===== config.mk =====
export PLATFORM = sky130hd
export DESIGN_NAME = four_digit_seven_segment_counter
export DESIGN_NICKNAME = d
export VERILOG_FILES = /design/src/rtl/fdsc_pkg.sv /design/src/rtl/four_digit_seven_segment_counter.sv /design/src/rtl/fdsc_core.sv /design/src/rtl/fdsc_out_buffer.sv
export SDC_FILE = /design/constraint.sdc
export NUM_CORES = 1
export LEC_CHECK = 0
export ABC_AREA = 1
export BUFFER_PORTS_ARGS = -buffer_cell sky130_fd_sc_hd__buf_4
export CAP_MARGIN = 20
export CORE_ASPECT_RATIO = 0.7
export CORE_UTILIZATION = 60
export CTS_CLUSTER_DIAMETER = 150
export DETAILED_ROUTE_END_ITERATION = 16
export GPL_TIMING_DRIVEN = 0
export PLACE_DENSITY = 0.8
export SLEW_MARGIN = 0
export SYNTH_ARGS = -nofsm -noshare
export SYNTH_HDL_FRONTEND = slang
export SYNTH_SLANG_ARGS = --single-unit

===== constraint.sdc =====
create_clock -name clk -period 3.4 [get_ports clk]
set_input_delay 0.34 -clock clk [delete_from_list [all_inputs] [get_ports clk]]
set_output_delay 0.34 -clock clk [all_outputs]
set_load 0.005 [all_outputs]

===== src/rtl/fdsc_pkg.sv =====
// Package: shared widths, constants and result type of the seven-segment counter
`default_nettype none

package fdsc_pkg;

  localparam int unsigned POSITION_COUNT  = 4;
  localparam int unsigned POSITION_WIDTH  = 2;
  localparam int unsigned SEGMENT_WIDTH   = 7;
  localparam int unsigned BCD_WIDTH       = 4;
  localparam int unsigned ROUNDS_WIDTH    = 8;
  localparam int unsigned DIGIT_COUNT_DEF = 4;

  localparam logic [ROUNDS_WIDTH-1:0] ROUNDS_RESET = 8'd10;

  typedef struct packed {
    logic [POSITION_COUNT-1:0] enable_n;
    logic [SEGMENT_WIDTH-1:0]  segments;
    logic [POSITION_WIDTH-1:0] position;
  } fdsc_result_t;

endpackage

`default_nettype wire


===== src/rtl/four_digit_seven_segment_counter.sv =====
// Top level: multiplexed four-digit seven-segment display counter
//
// Input channel (in_valid, in_stall, clear_pressed): one request per display
// slot tick. A request is taken at a clock edge with in_valid high and
// in_stall low. clear_pressed zeroes the count when the slot is digit 0.
// Output channel (out_valid, out_stall): one result per request, carrying
// digit_enable_n (active low, bit 0 thousands), segment_pattern (a in bit 0)
// and digit_position. Results leave in request order.
// A result is registered at the output, or in the skid entry under out_stall.
// Throughput is one request per cycle while in_stall is low; the core state
// update and the digit decode finish in the cycle the request is taken.
// When out_stall holds a result, one further request lands in a skid entry;
// in_stall rises only while that entry is occupied.
// rounds_write loads rounds_data into the rounds-per-increment register
// (0 acts as 1); write it only while the block is idle.
// Synchronous reset clears the count, scan position and round counter,
// empties both result stages and sets rounds-per-increment to 10.
`default_nettype none

module four_digit_seven_segment_counter
  import fdsc_pkg::*;
#(
  parameter int unsigned DIGIT_COUNT = DIGIT_COUNT_DEF
) (
  input  wire logic                      clk,
  input  wire logic                      rst,
  input  wire logic                      in_valid,
  output logic                           in_stall,
  input  wire logic                      clear_pressed,
  input  wire logic                      rounds_write,
  input  wire logic [ROUNDS_WIDTH-1:0]   rounds_data,
  output logic                           out_valid,
  input  wire logic                      out_stall,
  output logic [POSITION_COUNT-1:0]      digit_enable_n,
  output logic [SEGMENT_WIDTH-1:0]       segment_pattern,
  output logic [POSITION_WIDTH-1:0]      digit_position
);

  fdsc_result_t core_result;
  fdsc_result_t out_data;
  logic         full;
  logic         fire;

  assign in_stall = full;
  assign fire     = in_valid && !full;

  fdsc_core #(
    .DIGIT_COUNT (DIGIT_COUNT)
  ) u_core (
    .clk           (clk),
    .rst           (rst),
    .fire          (fire),
    .clear_pressed (clear_pressed),
    .rounds_write  (rounds_write),
    .rounds_data   (rounds_data),
    .result        (core_result)
  );

  fdsc_out_buffer u_out_buffer (
    .clk       (clk),
    .rst       (rst),
    .push      (fire),
    .push_data (core_result),
    .full      (full),
    .out_valid (out_valid),
    .out_stall (out_stall),
    .out_data  (out_data)
  );

  assign digit_enable_n  = out_data.enable_n;
  assign segment_pattern = out_data.segments;
  assign digit_position  = out_data.position;

endmodule

`default_nettype wire


===== src/rtl/fdsc_core.sv =====
// Counter state, scan sequencing and digit decode for one display slot per request
`default_nettype none

module fdsc_core
  import fdsc_pkg::*;
#(
  parameter int unsigned DIGIT_COUNT = DIGIT_COUNT_DEF
) (
  input  wire logic                    clk,
  input  wire logic                    rst,
  input  wire logic                    fire,
  input  wire logic                    clear_pressed,
  input  wire logic                    rounds_write,
  input  wire logic [ROUNDS_WIDTH-1:0] rounds_data,
  output fdsc_result_t                 result
);

  localparam int unsigned LAST_POSITION =
    (DIGIT_COUNT < 1) ? 0 :
    ((DIGIT_COUNT > POSITION_COUNT) ? POSITION_COUNT - 1 : DIGIT_COUNT - 1);

  typedef logic [BCD_WIDTH-1:0] bcd_t;

  bcd_t                      digits      [POSITION_COUNT];
  bcd_t                      digits_next [POSITION_COUNT];
  bcd_t                      cleared     [POSITION_COUNT];
  bcd_t                      bumped      [POSITION_COUNT];
  logic [POSITION_WIDTH-1:0] scan_position;
  logic [POSITION_WIDTH-1:0] scan_position_next;
  logic [ROUNDS_WIDTH-1:0]   round_counter;
  logic [ROUNDS_WIDTH-1:0]   round_counter_next;
  logic [ROUNDS_WIDTH-1:0]   rounds_per_increment;
  logic [ROUNDS_WIDTH-1:0]   limit;
  logic [ROUNDS_WIDTH:0]     round_plus;
  logic                      carry;
  bcd_t                      digit;

  function automatic logic [SEGMENT_WIDTH-1:0] seg_decode(input bcd_t d);
    logic [SEGMENT_WIDTH-1:0] s;
    case (d)
      4'd0:    s = 7'h3F;
      4'd1:    s = 7'h06;
      4'd2:    s = 7'h5B;
      4'd3:    s = 7'h4F;
      4'd4:    s = 7'h66;
      4'd5:    s = 7'h6D;
      4'd6:    s = 7'h7D;
      4'd7:    s = 7'h07;
      4'd8:    s = 7'h7F;
      4'd9:    s = 7'h6F;
      default: s = '0;
    endcase
    return s;
  endfunction

  always_comb begin
    for (int i = 0; i < POSITION_COUNT; i++) begin
      cleared[i] = (scan_position == '0 && clear_pressed) ? '0 : digits[i];
    end

    // decimal increment, units at the highest index, wraps 9999 to 0
    carry = 1'b1;
    for (int i = POSITION_COUNT - 1; i >= 0; i--) begin
      if (carry && cleared[i] == bcd_t'(9)) begin
        bumped[i] = '0;
      end else begin
        bumped[i] = cleared[i] + bcd_t'(carry);
        carry     = 1'b0;
      end
    end

    digit = cleared[scan_position];
    result.enable_n = ~(POSITION_COUNT'(1) << scan_position);
    result.segments = seg_decode(digit);
    result.position = scan_position;

    limit      = (rounds_per_increment == '0) ? ROUNDS_WIDTH'(1) : rounds_per_increment;
    round_plus = {1'b0, round_counter} + (ROUNDS_WIDTH + 1)'(1);

    digits_next        = cleared;
    round_counter_next = round_counter;
    if (scan_position >= POSITION_WIDTH'(LAST_POSITION)) begin
      scan_position_next = '0;
      if (round_plus >= {1'b0, limit}) begin
        round_counter_next = '0;
        digits_next        = bumped;
      end else begin
        round_counter_next = round_plus[ROUNDS_WIDTH-1:0];
      end
    end else begin
      scan_position_next = scan_position + POSITION_WIDTH'(1);
    end
  end

  always_ff @(posedge clk) begin
    if (rst) begin
      for (int i = 0; i < POSITION_COUNT; i++) begin
        digits[i] <= '0;
      end
      scan_position        <= '0;
      round_counter        <= '0;
      rounds_per_increment <= ROUNDS_RESET;
    end else begin
      if (fire) begin
        digits        <= digits_next;
        scan_position <= scan_position_next;
        round_counter <= round_counter_next;
      end
      if (rounds_write) begin
        rounds_per_increment <= rounds_data;
      end
    end
  end

endmodule

`default_nettype wire


===== src/rtl/fdsc_out_buffer.sv =====
// Result register with one skid entry between the core and the output channel
`default_nettype none

module fdsc_out_buffer
  import fdsc_pkg::*;
(
  input  wire logic   clk,
  input  wire logic   rst,
  input  wire logic   push,
  input  fdsc_result_t push_data,
  output logic        full,
  output logic        out_valid,
  input  wire logic   out_stall,
  output fdsc_result_t out_data
);

  fdsc_result_t skid_data;
  logic         skid_valid;
  logic         pop;

  assign full = skid_valid;
  assign pop  = out_valid && !out_stall;

  always_ff @(posedge clk) begin
    if (rst) begin
      out_valid  <= 1'b0;
      skid_valid <= 1'b0;
    end else if (pop || !out_valid) begin
      if (skid_valid) begin
        out_valid  <= 1'b1;
        skid_valid <= 1'b0;
      end else begin
        out_valid <= push;
      end
    end else if (push) begin
      skid_valid <= 1'b1;
    end
  end

  always_ff @(posedge clk) begin
    if (pop || !out_valid) begin
      out_data <= skid_valid ? skid_data : push_data;
    end else if (push) begin
      skid_data <= push_data;
    end
  end

endmodule

`default_nettype wire


==> impl_metrics.env <==
export IMPL_hp_class="in2reg"
export IMPL_endpoint_kind="register"
export IMPL_ctsResizeCount=0
export IMPL_num_rows=23
export IMPL_routed_wl_um=8324
export IMPL_status="finished clean"
export IMPL_first_global_vias=2932
export IMPL_drt_iter0_drc=211
export IMPL_worst_slack_ns=0.1481
export IMPL_coreArea_mm2=0.005756
export IMPL_synthDistinctLibCells=40
export IMPL_clock_latency_ns=0.35
export IMPL_num_vias=3196
export IMPL_clk_pin_slew_ns=0.08
export IMPL_ant_nets=0
export IMPL_drive_gt1_share_pct=17.17
export IMPL_synth_area_mm2=0.003606
export IMPL_grt_max_degree=17
export IMPL_period_needed_ns=3.252
export IMPL_syn_area_per_cell_um2=7.873
export IMPL_r2r_end="u_out_buffer.out_data[5]"
export IMPL_chipWidth_um=94.66
export IMPL_use_met3_pct=8.219
export IMPL_wl_per_cell_um=14.45
export IMPL_dp_slack_ns=0.09190
export IMPL_synth_seq_cells=62
export IMPL_portBuffers=27
export IMPL_drc=0
export IMPL_cts_tree="built"
export IMPL_cts_sinks=62
export IMPL_required_ns=3.49
export IMPL_fin_skew_ns=0.008875
export IMPL_gr_max_usage_layer="met2"
export IMPL_pwr_share_clk_pct=37.5
export IMPL_track_usage_pct=29.35
export IMPL_antenna_found_initial=0
export IMPL_p_leak_nw=1.763
export IMPL_reg2regPathDepth=16
export IMPL_floorplan_initialDensity_pct=62.65
export IMPL_met2_usage_pct=44.87
export IMPL_fin_nets=535
export IMPL_finalSetupViolCount=0
export IMPL_area_delta_synth_final_pct=13.67
export IMPL_die_area_mm2=0.006329
export IMPL_rsz0062_at_grt="false"
export IMPL_path_class="reg2reg"
export IMPL_grtUsageMet1_pct=39.08
export IMPL_endpoint="u_out_buffer.out_data[5]"
export IMPL_hold_viol=0
export IMPL_drv_slew=0
export IMPL_dp_hpwl_um=6023
export IMPL_grt_pass1_wl_um=13770
export IMPL_vias_per_cell=5.549
export IMPL_p_sw_share_pct=26.88
export IMPL_root_buffer="clkbuf_8"
export IMPL_diodes=0
export IMPL_pin_count=29
export IMPL_p_switching_mw=0.4593
export IMPL_finalWeightedCongestion=0.9123
export IMPL_numCtsBuffers=9
export IMPL_setup_worst_path_start="u_core.scan_position[0]"
export IMPL_htreeDepth=3
export IMPL_period_share_pct=95.64
export IMPL_fillers=475
export IMPL_syn_nets=497
export IMPL_tightest_slew_ns=1.042
export IMPL_p_int_mw=1.249
export IMPL_pwr_share_comb_pct=13.6
export IMPL_yosysSeqAreaShare_pct=41.64
export IMPL_crit_arrival_ns=3.34
export IMPL_cp_start_kind="register"
export IMPL_timing_fmax_mhz=307.5
export IMPL_slew_headroom_pct=30.27
export IMPL_syn_inst=458
export IMPL_cts_setup_buffers=0
export IMPL_p_seq_share_pct=49.0
export IMPL_worstPathMaxFanout=11
export IMPL_ctsLongestPathBuffers=2
export IMPL_p_per_area_mw_per_mm2=416.9
export IMPL_peakVddDrop_uv=260.9
export IMPL_die_h_um=66.86
export IMPL_hold_start="rounds_data[1]"
export IMPL_dr_pass1_iters=5
export IMPL_grt_overflow_total=0
export IMPL_tns_ns=0
export IMPL_yosys_warnings=0
export IMPL_reg2reg_from="u_core.scan_position[0]"
export IMPL_max_cap_violations=0
export IMPL_ctsHoldBuffers=0
export IMPL_rrSetupSlack_ns=0.15
## routing by layer
| layer | vias to the layer above | part of all wire, % |
|---|---|---|
| li1 | 1585 | - |
| met1 | 1440 | 46 |
| met2 | 147 | 43 |
| met3 | 24 | 8.1 |
| met4 | 0 | 2.2 |
| met5 | - | 0 |
## registers in the layout (all words and copies together), names as in the netlist
name and count:
u_out_buffer.skid_data 13, u_out_buffer.out_data 13, u_out_buffer.out_valid 1, u_out_buffer.full 1, u_core.rounds_per_increment 8, u_core.digits 16
u_core.round_counter 8, u_core.scan_position 2
## through the flow
step	area [µm²]	hold WS (ns)	utilization, %	power [mW]	cells
3_5_place_dp	3902	0.4580	67.80	1.083	560
3_3_place_gp	3902	0.4531	67.80	1.070	560
4_1_cts	4091	0.2020	71.09	1.716	576
5_1_grt	4099	0.2109	71.22	1.773	576
2_1_floorplan	3606	0.4445	-	0.9915	458
6_report	4099	0.2098	71.22	1.709	576
## area by class of cell
class | instances | area, µm² | area share (%)
flip-flops and latches | 62 | 1501 | 36.63
clock buffers | 10 | 127.6 | 3.114
repair buffers | 27 | 202.7 | 4.945
plain buffers | 16 | 90.09 | 2.198
multi-input cells | 319 | 1788 | 43.62
inverters | 61 | 234.0 | 5.708
well taps | 75 | 93.84 | 2.289
clock inverters | 6 | 61.31 | 1.496
## synthesized netlist by cell type (all sizes together)
| cell | n | area share (%) |
|---|---|---|
| dfxtp | 36 | 20 |
| clkbuf | 7 | 0.73 |
| nor4 | 3 | 0.94 |
| buf | 9 | 1.8 |
| nand2 | 133 | 15 |
| a21oi | 34 | 4.7 |
| nor2 | 26 | 3.5 |
| o211a | 1 | 0.28 |
| nor3 | 2 | 0.28 |
| ha | 25 | 8.7 |
| xor2 | 3 | 0.73 |
| edfxtp | 26 | 22 |
| a22o | 1 | 0.24 |
| nand3 | 43 | 6.5 |
| xnor2 | 3 | 0.73 |
| or2 | 1 | 0.17 |
| a31oi | 3 | 0.52 |
| nand4 | 3 | 0.52 |
| o211ai | 5 | 1.5 |
| o21ai | 30 | 4.4 |
| a22oi | 1 | 0.21 |
| clkinv | 1 | 0.10 |
| inv | 60 | 6.4 |
| a32oi | 1 | 0.24 |
| a41o | 1 | 0.28 |
## power groups by stage
stage	clock, mW	sequential [mW]	combinational, mW
floorplan	0	0.854	0.138
global placement	0	0.852	0.218
detailed placement	0	0.854	0.229
CTS	0.649	0.837	0.229
global route	0.674	0.842	0.258
finish	0.640	0.837	0.232
## logic make-up after synthesis
kind of cell	share of synthesized area [%]
AOI/OAI and AO/OA	12.32
and+or+nand+nor	26.93
xor gates and xnor gates	1.458
buffers and inverters	8.987
adders and majority gates	8.675
DFF	41.64
## worst max-delay path: stages (launching register included)
cell     delay (ns)
dfxtp_1        0.40
buf_4          0.20
inv_2          0.06
buf_2          0.19
ha_1           0.29
nand2_4        0.14
inv_4          0.07
buf_12         0.15
nor2_1         0.21
nand2_1        0.12
a32oi_2        0.27
inv_1          0.14
ha_1           0.30
nand2_1        0.07
nand2_1        0.08
o21ai_1        0.20
o21ai_1        0.08
## worst min-delay path by stage
stage,end,slack (ns),depth (start not counted)
after CTS,u_core.rounds_per_increment[1],0.20,3
final,u_core.rounds_per_increment[1],0.21,3
after global placement,u_core.digits[4],0.45,2
after detailed placement,u_core.digits[4],0.46,2
after floorplan,u_core.digits[12],0.44,2
after global routing,u_core.rounds_per_increment[3],0.21,3
## placed cells by master, fill, tap and decap left out, drive strengths merged, types with 17 or more instances in the layout
cell type and instances:
nor2 26, a21oi 34, edfxtp 26, buf 36
inv 61, nand3 43, nand2 133, o21ai 30
clkbuf 17, ha 25, dfxtp 36
Power figures use the tool's default switching activity.
